<file path="src/rtl/core/multi_pattern_matcher_assert.svh">
// Assertion macros shared by the matcher RTL.
`ifndef MULTI_PATTERN_MATCHER_ASSERT_SVH
`define MULTI_PATTERN_MATCHER_ASSERT_SVH

// Same-cycle implication, sampled on the rising clock, off during reset.
`define MPM_ASSERT_NOW(label, clk, rst_n, ante, cons) \
    label: assert property (@(posedge clk) disable iff (!rst_n) (ante) |-> (cons)) \
        else $error("matcher assertion failed");

// Next-cycle implication, sampled on the rising clock, off during reset.
`define MPM_ASSERT_NEXT(label, clk, rst_n, ante, cons) \
    label: assert property (@(posedge clk) disable iff (!rst_n) (ante) |=> (cons)) \
        else $error("matcher assertion failed");

`endif

</file>
<file path="src/rtl/core/mpm_addr_unit.sv">
// ----------------------------------------------------------------------------
// mpm_addr_unit
// Shared goto-table address generator: node * alphabet + letter, registered.
// ----------------------------------------------------------------------------
module mpm_addr_unit #(
    parameter int ALPHABET = 26,
    parameter int NODE_W   = 12,
    parameter int AW       = 5,
    parameter int GA_W     = 17
) (
    input  logic              i_clk,
    input  logic              i_load,
    input  logic [NODE_W-1:0] i_node,
    input  logic [AW-1:0]     i_letter,
    output logic [GA_W-1:0]   o_addr
);

    logic [GA_W-1:0] r_addr;
    logic [GA_W-1:0] n_addr;

    assign n_addr = GA_W'(i_node) * GA_W'(ALPHABET) + GA_W'(i_letter);

    always_ff @(posedge i_clk) begin
        if (i_load) begin
            r_addr <= n_addr;
        end
    end

    assign o_addr = r_addr;

endmodule

</file>
<file path="config.mk">
export PLATFORM = sky130hd
export DESIGN_NAME = mpm_addr_unit
export DESIGN_NICKNAME = d
export VERILOG_FILES = /design/src/rtl/core/multi_pattern_matcher_assert.svh /design/src/rtl/core/mpm_addr_unit.sv
export SDC_FILE = /design/constraint.sdc
export NUM_CORES = 1
export LEC_CHECK = 0
export ABC_AREA = 1
export BUFFER_PORTS_ARGS = -buffer_cell sky130_fd_sc_hd__buf_2
export CAP_MARGIN = 15
export CELL_PAD_IN_SITES_DETAIL_PLACEMENT = 0
export CELL_PAD_IN_SITES_GLOBAL_PLACEMENT = 2
export CORE_MARGIN = 2
export CORE_UTILIZATION = 29
export DETAILED_ROUTE_END_ITERATION = 12
export PLACE_DENSITY_LB_ADDON = 0.08
export SLEW_MARGIN = 20
export SYNTH_ARGS = -nofsm -noshare
export SYNTH_HDL_FRONTEND = slang
export SYNTH_SLANG_ARGS = --single-unit
export TNS_END_PERCENT = 5
</file>
<file path="constraint.sdc">
create_clock -name i_clk -period 3.2 [get_ports i_clk]
set_input_delay 0.48 -clock i_clk [delete_from_list [all_inputs] [get_ports i_clk]]
set_output_delay 0.48 -clock i_clk [all_outputs]
set_load 0.05 [all_outputs]
</file>
Yosys cells after proc, flatten, opt, wreduce, memory -nomap -nowiden
Cells that the tools add are included.
Word-level totals
  input bits: 19
  latch bits: 0
  memories: 0
  register bits after elaboration: 17
  ROM bits: 0
  bits in writable memories: 0
  output and inout port bits: 17
Cells by class
  eq/ne operators: 0
  shift operators: 0
  multipliers: 1
  magnitude comparators: 0
  add/subtract/negate cells: 1
  muxes and demuxes: 0
  reductions and logical operators: 0
  bitwise logic cells: 0
  divide/modulo/power cells: 0
Operators by type and width (count)
  $add A17 B5 Y17: 1
  $mul A12 B4 Y16 const B: 1

Depth between registers and ports, before layout
Gate-level depths: netlist of run 1.
  depth after elaboration: 2
  depth in mapped cells: 19
  mapped depth without buffers: 19

Least setup slack after synthesis of run 1
Ideal clock, no wire load.
  kind: in2reg
  from: in i_node[1]
  to: reg r_addr[15], in the netlist o_addr[15], data pin
  stages: 16
  data required time: 2.951 ns
  slack: 0.212 ns
  library setup time: 0.249 ns
  arrival: 2.739 ns
  path through: ha_1 fa_1 inv_1 fa_1 inv_1 nand3_1 nand2_1 nand2_1 nand2_2 inv_1 nor2_4 nand3_4 nor2_1 nand2_1 nand2_1 inv_1
On the way
  cells in the longest elaborated chain, start to end: 2
Ends and longest elaborated chain
  start, declared: RTL line mpm_addr_unit.sv:13  | input logic [NODE_W-1:0] i_node,
  $mul A12 B4 Y16: RTL line mpm_addr_unit.sv:21  | assign n_addr = GA_W'(i_node) * GA_W'(ALPHABET) + GA_W'(i_letter);
  $add A17 B5 Y17: RTL line mpm_addr_unit.sv:21
  named net n_addr[15]: RTL line mpm_addr_unit.sv:19  | logic [GA_W-1:0] n_addr;
  end signal, assigned: RTL line mpm_addr_unit.sv:25  | r_addr <= n_addr;
  end, declared: RTL line mpm_addr_unit.sv:18  | logic [GA_W-1:0] r_addr;
The timed path passes the listed nets, and every way through them passes these cells.
A chain may end at the register's enable or synchronous reset.

Worst setup path after layout of run 1
Same ends and word-level chain as after synthesis.

==> impl_metrics.env, run 1 <==
export IMPL_status="finished clean"
export IMPL_fmax_ghz=0.337
export IMPL_grt_remaining_overflow=0
export IMPL_syn_nets=378
export IMPL_die_h_um=92.8
export IMPL_power_frac_seq=0.209
export IMPL_synthArstFlopShare=0
export IMPL_yosysTopAreaCellShare=0.223
export IMPL_post_place_cells=488
export IMPL_synth_seq_cells=17
export IMPL_syn_avg_cell_area_um2=7.21
export IMPL_core_area_um2=7690
export IMPL_hold_class="in2reg"
export IMPL_synth_edff_count=17
export IMPL_max_vdd_ir_drop_mv=0.120
export IMPL_cts_resized=0
export IMPL_p_int_uw=828
export IMPL_grt_pass1_vias=2023
export IMPL_grt_max_degree=18
export IMPL_wl_mm=4.68
export IMPL_cts_setup_buffers=0
export IMPL_path_max_fanout=3
export IMPL_worst_ep_arrival_time_ns=2.97
export IMPL_die_w_um=92.8
export IMPL_rows=32
export IMPL_cts_hold_buf=0
export IMPL_die_area_um2=8600
export IMPL_power_frac_clock=0.092
export IMPL_pin_count=36
export IMPL_stdcell_count=492
export IMPL_cts_tree="built"
export IMPL_fill_cells=848
export IMPL_crit_chain="buf_2 > ha_1 > fa_1 > inv_1 > fa_1 > inv_1 > buf_4 > nand3_1 > nand3_1 > nand2_1 > nand2_1 > nand2_1 > nor2_1 > nand2_1 > nand2_1 > inv_1"
export IMPL_p_sw_uw=779
export IMPL_relSlewSlack=0.765
export IMPL_via_per_inst=4.06
export IMPL_drive_gt1_frac=0.262
export IMPL_yosysWarnings=0
export IMPL_gp_congestion=0.747
export IMPL_synth_seq_area_share=0.223
export IMPL_p_per_area_nw_per_um2=549
export IMPL_drc=0
export IMPL_report_final_slew_viol_count=0
export IMPL_period_share=0.926
export IMPL_yosysUniqueCellTypes=19
export IMPL_swShare=0.485
export IMPL_htreeDepth=1
export IMPL_cp_slowest_cell="fa_1"
export IMPL_areaGrowthSynthToFinish_pct=28.2
export IMPL_clkTransAtPathRegs_ns=0.06
export IMPL_routedWlPerCell_um=9.51
export IMPL_dp_hpwl_mm=4.40
export IMPL_grt_pass1_wl_mm=8.73
export IMPL_antenna_found_initial=0
export IMPL_cp_common_cell="nand2_1"
export IMPL_grtUsageTotal=0.123
export IMPL_via_count=1996
export IMPL_syn_inst=317
export IMPL_drtIter0Drc=35
export IMPL_largest_register_ff_count=17
export IMPL_portBuffers=35
export IMPL_dr_pass1_iters=4
export IMPL_worst_pin_slew_ns=0.353
export IMPL_holdWs_ns=0.419
export IMPL_hold_violations=0
export IMPL_setup_tns_ns=0
export IMPL_path_class="in2reg"
export IMPL_critPathCaptureType="flop"
export IMPL_syn_area_um2=2280
export IMPL_combPwrFrac=0.699
export IMPL_diodes=0
export IMPL_ys_top_cells_by_area="edfxtp_1 22%, ha_1 18%, nand2_1 15%"
export IMPL_rsz0062_at_grt="no"
export IMPL_cts_buffers=3
export IMPL_required_ns=3.20
export IMPL_leakage_uw=0.00166
export IMPL_cts_num_sinks=17
export IMPL_max_cap_violations=0
export IMPL_synth_top_cell_by_area="edfxtp_1"
export IMPL_drtAntennaViolNets=0
export IMPL_startpoint_type="input pin"
export IMPL_nets=452
export IMPL_start_util=0.297
export IMPL_clockBufferDepth=2
export IMPL_yosys_top_cells_count="90 x nand2_1, 80 x inv_1, 32 x ha_1, 22 x nand3_1"
export IMPL_synth_most_common_cell="nand2_1"
export IMPL_slowest_delay_ns=0.53
export IMPL_root_buffer="clkbuf_8"
export IMPL_final_setup_viol_count=0
export IMPL_synthFlopType="edfxtp_1"
export IMPL_timing_final_crit_period_ns=2.96
export IMPL_total_power_uw=1610
logic make-up after synthesis:
family,count (synthesis),share of synthesized area
flip-flops,17,0.223
AO/OA/AOI/OAI,8,0.0175
AND/OR/NAND/NOR,154,0.314
buffers and inverters,85,0.140
XOR/XNOR,11,0.0422
adder cells (fa/ha/maj),42,0.263
power by group through the flow:
stage | Clock, uW | Combinational (uW) | Sequential [uW]
after floorplan | 0 | 565 | 549
after global placement | 0 | 1120 | 341
after detailed placement | 0 | 1120 | 342
after CTS | 153 | 1120 | 337
after global routing | 162 | 1280 | 343
final | 148 | 1120 | 337
final cells by class:
cell class	instances	area, um^2	area share
Clock buffer	4	45.0	0.0154
Inverter	85	320	0.109
Multi-Input combinational cell	215	1500	0.510
Sequential cell	17	510	0.174
Tap cell	102	128	0.0436
Timing Repair Buffer	69	430	0.147
layout by cell type, fill, tap and decap left out, drive strengths merged:
master | synthesis | layout
inv | 84 | 84
clkinv | 1 | 1
buf | 0 | 69
fa | 10 | 10
and2 | 1 | 1
nand2 | 98 | 98
nand3 | 24 | 24
nand4 | 7 | 7
edfxtp | 17 | 17
a21oi | 8 | 8
clkbuf | 0 | 4
xnor2 | 3 | 3
nor2 | 22 | 22
nor3 | 1 | 1
xor2 | 8 | 8
ha | 32 | 32
nand3b | 1 | 1
metal layers:
metal / vias to the layer above / GRT usage / share of wire
li1: 1119 / - / -
met1: 850 / 0.159 / 0.50
met2: 25 / 0.225 / 0.47
met3: 2 / 0.00732 / 0.026
met4: 0 / 0.0257 / 0.0060
met5: - / 0 / 0
worst paths after layout:
kind / startpoint / end / depth (start not counted)
hold / removal: i_letter[0] / o_addr[0]$_DFFE_PP_ / 1
setup / recovery: i_node[1] / o_addr[15]$_DFFE_PP_ / 16
per-stage QoR:
stage               setup slack (ns)  area (um^2)   util
CTS                            0.146         2890  0.376
floorplan                      0.212         2280      -
global placement             -0.0732         2840  0.370
finish                         0.236         2930  0.381
detailed placement            -0.104         2840  0.370
global route                 0.00264         2930  0.381
worst max-delay path, delay by kind of cell:
kind / cells / cell delay [ns]
buffers and inverters: 5 / 0.44
AND/OR/NAND/NOR: 8 / 0.77
adder cells (fa/ha/maj): 3 / 1.28
Power figures use the tool's default switching activity.
==> run 2, diff against run 1 <==
--- a/config.mk
+++ b/config.mk
@@ -14,6 +14,7 @@
 export CORE_UTILIZATION = 29
 export DETAILED_ROUTE_END_ITERATION = 12
 export PLACE_DENSITY_LB_ADDON = 0.08
+export SETUP_SLACK_MARGIN = 0.5
 export SLEW_MARGIN = 20
 export SYNTH_ARGS = -nofsm -noshare
 export SYNTH_HDL_FRONTEND = slang
==> run 2 against run 1 <==
  * Design area up 12%
  * Via count fell by 0.15%
  * Sequential power barely moved
  * Routed wire length increased by 6.9%
  * Combinational power rose by 20%
  * Worst setup slack gained 0.13 ns
  * Largest cell class unchanged
  * Largest power group unchanged
==> impl_metrics.env, run 2 (same netlist as run 1, synthesis figures left out) <==
export IMPL_status="finished clean"
export IMPL_drtAntennaViolNets=0
export IMPL_via_count=1993
export IMPL_drc=0
export IMPL_relSlewSlack=0.770
export IMPL_period_share=0.885
export IMPL_timing_final_crit_period_ns=2.83
export IMPL_hold_class="in2reg"
export IMPL_clockBufferDepth=2
export IMPL_gp_congestion=0.719
export IMPL_die_h_um=92.8
export IMPL_final_common_cell="inv_1"
export IMPL_diodes=0
export IMPL_largest_register_ff_count=17
export IMPL_max_cap_violations=0
export IMPL_fin_area_um2=3280
export IMPL_startpoint_type="input pin"
export IMPL_final_setup_viol_count=0
export IMPL_grtUsageTotal=0.125
export IMPL_htreeDepth=1
export IMPL_nets=454
export IMPL_required_ns=3.20
export IMPL_rows=32
export IMPL_routedWlPerCell_um=10.1
export IMPL_die_area_um2=8600
export IMPL_antenna_found_initial=0
export IMPL_root_buffer="clkbuf_8"
export IMPL_post_place_ws_ns=-0.0777
export IMPL_grt_pass1_vias=1995
export IMPL_cts_num_sinks=17
export IMPL_path_class="in2reg"
export IMPL_grt_max_degree=18
export IMPL_clkTransAtPathRegs_ns=0.06
export IMPL_critPathCaptureType="flop"
export IMPL_die_w_um=92.8
export IMPL_fmax_ghz=0.353
export IMPL_grt_remaining_overflow=0
export IMPL_grt_pass1_wl_mm=8.83
export IMPL_final_cell_mix="70 x inv_1, 64 x nand2_1, 35 x buf_4, 32 x buf_2, 30 x nand2_2"
export IMPL_hold_violations=0
export IMPL_p_per_area_nw_per_um2=556
export IMPL_portBuffers=35
export IMPL_cts_tree="built"
export IMPL_layout_setup_ws_ns=0.368
export IMPL_areaGrowthSynthToFinish_pct=43.7
export IMPL_worst_pin_slew_ns=0.345
export IMPL_drive_gt1_frac=0.426
export IMPL_worst_ep_arrival_time_ns=2.83
export IMPL_report_final_slew_viol_count=0
export IMPL_core_area_um2=7690
export IMPL_via_per_inst=4.03
export IMPL_dpl_instance_area_um2=2780
export IMPL_rsz0062_at_grt="yes"
export IMPL_cts_buffers=3
export IMPL_max_vdd_ir_drop_mv=0.158
export IMPL_drtIter0Drc=24
export IMPL_dr_pass1_iters=4
export IMPL_path_max_fanout=3
export IMPL_pin_count=36
export IMPL_wl_mm=5.00
export IMPL_total_power_uw=1820
export IMPL_leakage_uw=0.00170
export IMPL_start_util=0.297
export IMPL_dp_hpwl_mm=4.35
[run 2: cell count changes in the layout (fill, tap and decap cells not counted), sizes merged]
cell	change
buf	+2
[run 2: area by class of cell]
type,count,area (um^2)
timing repair buffer,71,472
fill,839,4400
sequential,17,510
clock buffer,4,45.0
inverter,85,323
tap,102,128
multi-input combinational,215,1810
[run 2: path summary, 6_finish.rpt]
check / from / to / slack [ns] / depth (start not counted)
worst max-delay path: i_node[2] / o_addr[15]$_DFFE_PP_ / 0.37 / 17
worst min-delay path: i_letter[0] / o_addr[0]$_DFFE_PP_ / 0.42 / 1
[run 2: power breakdown]
part           internal (uW)  leakage (uW)  total [uW]  switching (uW)
logic                    522       0.00151        1340             821
registers                327      0.000166         336            8.85
clock network           87.8     0.0000228         145            57.3
total                    937       0.00170        1820             887
[run 2: metal layers]
layer | share of wire | vias to the layer above | GRT usage
met5 | 0 | - | 0
met3 | 0.023 | 2 | 0.00814
li1 | - | 1118 | -
met2 | 0.50 | 25 | 0.224
met1 | 0.48 | 848 | 0.165
met4 | 0.0068 | 0 | 0.0294
[run 2: repair_timing]
| action | CTS | global route |
|---|---|---|
| endpoints found under the hold margin | 0 | 0 |
| setup buffers | 5 | 9 |
| resized for setup | 44 | 43 |
| hold buffers | 0 | 0 |
| endpoints found under the setup margin | 7 | 8 |
| pin swaps | 15 | 37 |
[run 2: through the flow]
| step | TNS [ns] | utilization | hold WS, ns | instances |
|---|---|---|---|---|
| global placement | -0.108 | 0.362 | 0.662 | 476 |
| finish | 0 | 0.427 | 0.415 | 494 |
| CTS | 0 | 0.396 | 0.406 | 485 |
| floorplan | 0 | - | 0.579 | 317 |
| global route | 0 | 0.427 | 0.409 | 494 |
| detailed placement | -0.158 | 0.362 | 0.659 | 476 |
[run 2: critical path, stage by stage]
cell and delay [ns]:
buf_8 0.11, ha_4 0.23, fa_1 0.52, inv_2 0.05, fa_2 0.42, nand2_2 0.09, nand2_4 0.06, nor2_4 0.12
inv_2 0.05, nor2_4 0.11, nand2_2 0.08, nor2_4 0.13, nand3_4 0.12, nor2_4 0.13, nand2_1 0.06, nand2_1 0.05
inv_1 0.03
==> run 3, diff against run 2 <==
--- a/config.mk
+++ b/config.mk
@@ -10,7 +10,8 @@
 export CAP_MARGIN = 15
 export CELL_PAD_IN_SITES_DETAIL_PLACEMENT = 0
 export CELL_PAD_IN_SITES_GLOBAL_PLACEMENT = 2
-export CORE_MARGIN = 2
+export CORE_ASPECT_RATIO = 1.25
+export CORE_MARGIN = 4
 export CORE_UTILIZATION = 29
 export DETAILED_ROUTE_END_ITERATION = 12
 export PLACE_DENSITY_LB_ADDON = 0.08
==> run 3 against run 2 <==
  * Cell count decreased by 2.0%
  * Critical path depth unchanged
  * Clock power increased by 3%
  * Design area increased by 1.1%
  * Via count increased by 4.5%
  * First-iteration DRC count increased by 17%
  * Non-clock buffer count unchanged
  * Routed wire length increased by 4.5%
  * Core utilization increased by 1.3 points
  * Critical path type unchanged
  * Largest cell class unchanged
  * Largest power group unchanged
==> impl_metrics.env, run 3 (same netlist as run 1, synthesis figures left out) <==
export IMPL_status="finished clean"
export IMPL_stdcell_count=484
export IMPL_final_cell_mix="69 x inv_1, 64 x nand2_1, 33 x buf_4, 31 x buf_2, 27 x nand2_2"
export IMPL_grt_remaining_overflow=0
export IMPL_wl_mm=5.23
export IMPL_cts_hold_buf=0
export IMPL_worst_pin_slew_ns=0.365
export IMPL_clkTransAtPathRegs_ns=0.06
export IMPL_via_count=2082
export IMPL_period_share=0.874
export IMPL_portBuffers=35
export IMPL_setup_tns_ns=0
export IMPL_slowest_delay_ns=0.57
export IMPL_holdWs_ns=0.413
export IMPL_nets=454
export IMPL_drtAntennaViolNets=0
export IMPL_p_sw_uw=903
export IMPL_hold_class="in2reg"
export IMPL_cts_num_sinks=17
export IMPL_grt_max_degree=18
export IMPL_gp_congestion=0.785
export IMPL_p_int_uw=940
export IMPL_largest_register_ff_count=17
export IMPL_path_class="in2reg"
export IMPL_power_frac_clock=0.081
export IMPL_htreeDepth=1
export IMPL_rsz0062_at_grt="yes"
export IMPL_final_common_cell="inv_1"
export IMPL_drc=0
export IMPL_dp_hpwl_mm=4.52
export IMPL_core_area_um2=7530
export IMPL_p_per_area_nw_per_um2=555
export IMPL_clockBufferDepth=2
export IMPL_grt_pass1_wl_mm=8.96
export IMPL_leakage_uw=0.00172
export IMPL_relSlewSlack=0.756
export IMPL_die_area_um2=9370
export IMPL_combPwrFrac=0.735
export IMPL_die_h_um=107
export IMPL_crit_chain="buf_8 > ha_4 > fa_1 > inv_2 > fa_2 > inv_2 > nand2_4 > buf_6 > nand2_4 > nor2_4 > inv_2 > nor2_4 > nand2_2 > nor2_4 > buf_4 > buf_4 > xor2_1"
export IMPL_fmax_ghz=0.358
export IMPL_power_frac_seq=0.184
export IMPL_post_place_cells=467
export IMPL_total_power_uw=1840
export IMPL_rows=35
export IMPL_antenna_found_initial=0
export IMPL_report_final_slew_viol_count=0
export IMPL_root_buffer="clkbuf_8"
export IMPL_cp_slowest_cell="fa_1"
export IMPL_start_util=0.303
export IMPL_via_per_inst=4.30
export IMPL_cts_buffers=3
export IMPL_swShare=0.490
export IMPL_pin_count=36
export IMPL_worst_ep_arrival_time_ns=2.79
export IMPL_grtUsageTotal=0.118
export IMPL_max_vdd_ir_drop_mv=0.348
export IMPL_grt_pass1_vias=2065
export IMPL_drive_gt1_frac=0.446
export IMPL_dr_pass1_iters=4
export IMPL_diodes=0
export IMPL_startpoint_type="input pin"
export IMPL_hold_violations=0
export IMPL_path_max_fanout=3
export IMPL_routedWlPerCell_um=10.8
export IMPL_required_ns=3.19
export IMPL_critPathCaptureType="flop"
export IMPL_cts_tree="built"
export IMPL_areaGrowthSynthToFinish_pct=45.2
export IMPL_max_cap_violations=0
export IMPL_timing_final_crit_period_ns=2.80
export IMPL_die_w_um=87.4
export IMPL_final_setup_viol_count=0
export IMPL_fin_util=0.441
export IMPL_drtIter0Drc=28
==> run 3: changes by cell type in the layout (fill, tap and decap cells not counted), moves of 2 or more <==
cell,previous run,this run
inv_2,13,15
buf_4,35,33
nand3_1,15,12
nand2_4,4,7
nand2_2,30,27
nand3_2,6,9
nor2_1,7,5
nor2_4,9,6
nor2_2,6,11
buf_6,3,5
==> run 3: worst paths after layout <==
kind,from,to,depth (start not counted)
worst max-delay path,i_node[2],o_addr[9]$_DFFE_PP_,17
worst min-delay path,i_letter[0],o_addr[0]$_DFFE_PP_,1
==> run 3: power by group through the flow <==
stage	registers [uW]	logic [uW]	clock network (uW)
floorplan	549	576	0
global placement	341	1080	0
detailed placement	345	1090	0
CTS	340	1240	156
global route	343	1500	167
finish	338	1360	149
==> run 3: per-layer routing <==
layer / share of wire / GRT usage / up-vias
li1: - / - / 1117
met1: 0.41 / 0.135 / 934
met2: 0.55 / 0.230 / 26
met3: 0.028 / 0.00692 / 5
met4: 0.011 / 0.0329 / 0
met5: 0 / 0 / -
==> run 3: repair_timing <==
item	in CTS	in global routing
gates resized for setup	46	51
setup endpoints to repair	8	8
hold endpoints to repair	0	0
pin swaps	24	46
buffers inserted	8	5
==> run 3: metrics by stage <==
stage / setup slack [ns] / cell area, um^2
final: 0.404 / 3320
after global routing: 0.249 / 3320
after CTS: 0.421 / 3090
after detailed placement: -0.0717 / 2780
after global placement: -0.109 / 2780
after floorplan: 0.395 / 2310
==> run 3: final cells by class <==
cell class | instances | area, um^2
Clock buffer | 4 | 45.0
Fill cell | 822 | 4210
Inverter | 85 | 324
Multi-Input combinational cell | 215 | 1840
Sequential cell | 17 | 510
Tap cell | 92 | 115
Timing Repair Buffer | 71 | 482
==> run 3: worst max-delay path, delay by kind of cell <==
family	cells	cell delay, ns
fa+ha+maj	3	1.15
buf+inv	7	0.67
simple gates	6	0.34
xor+xnor	1	0.14
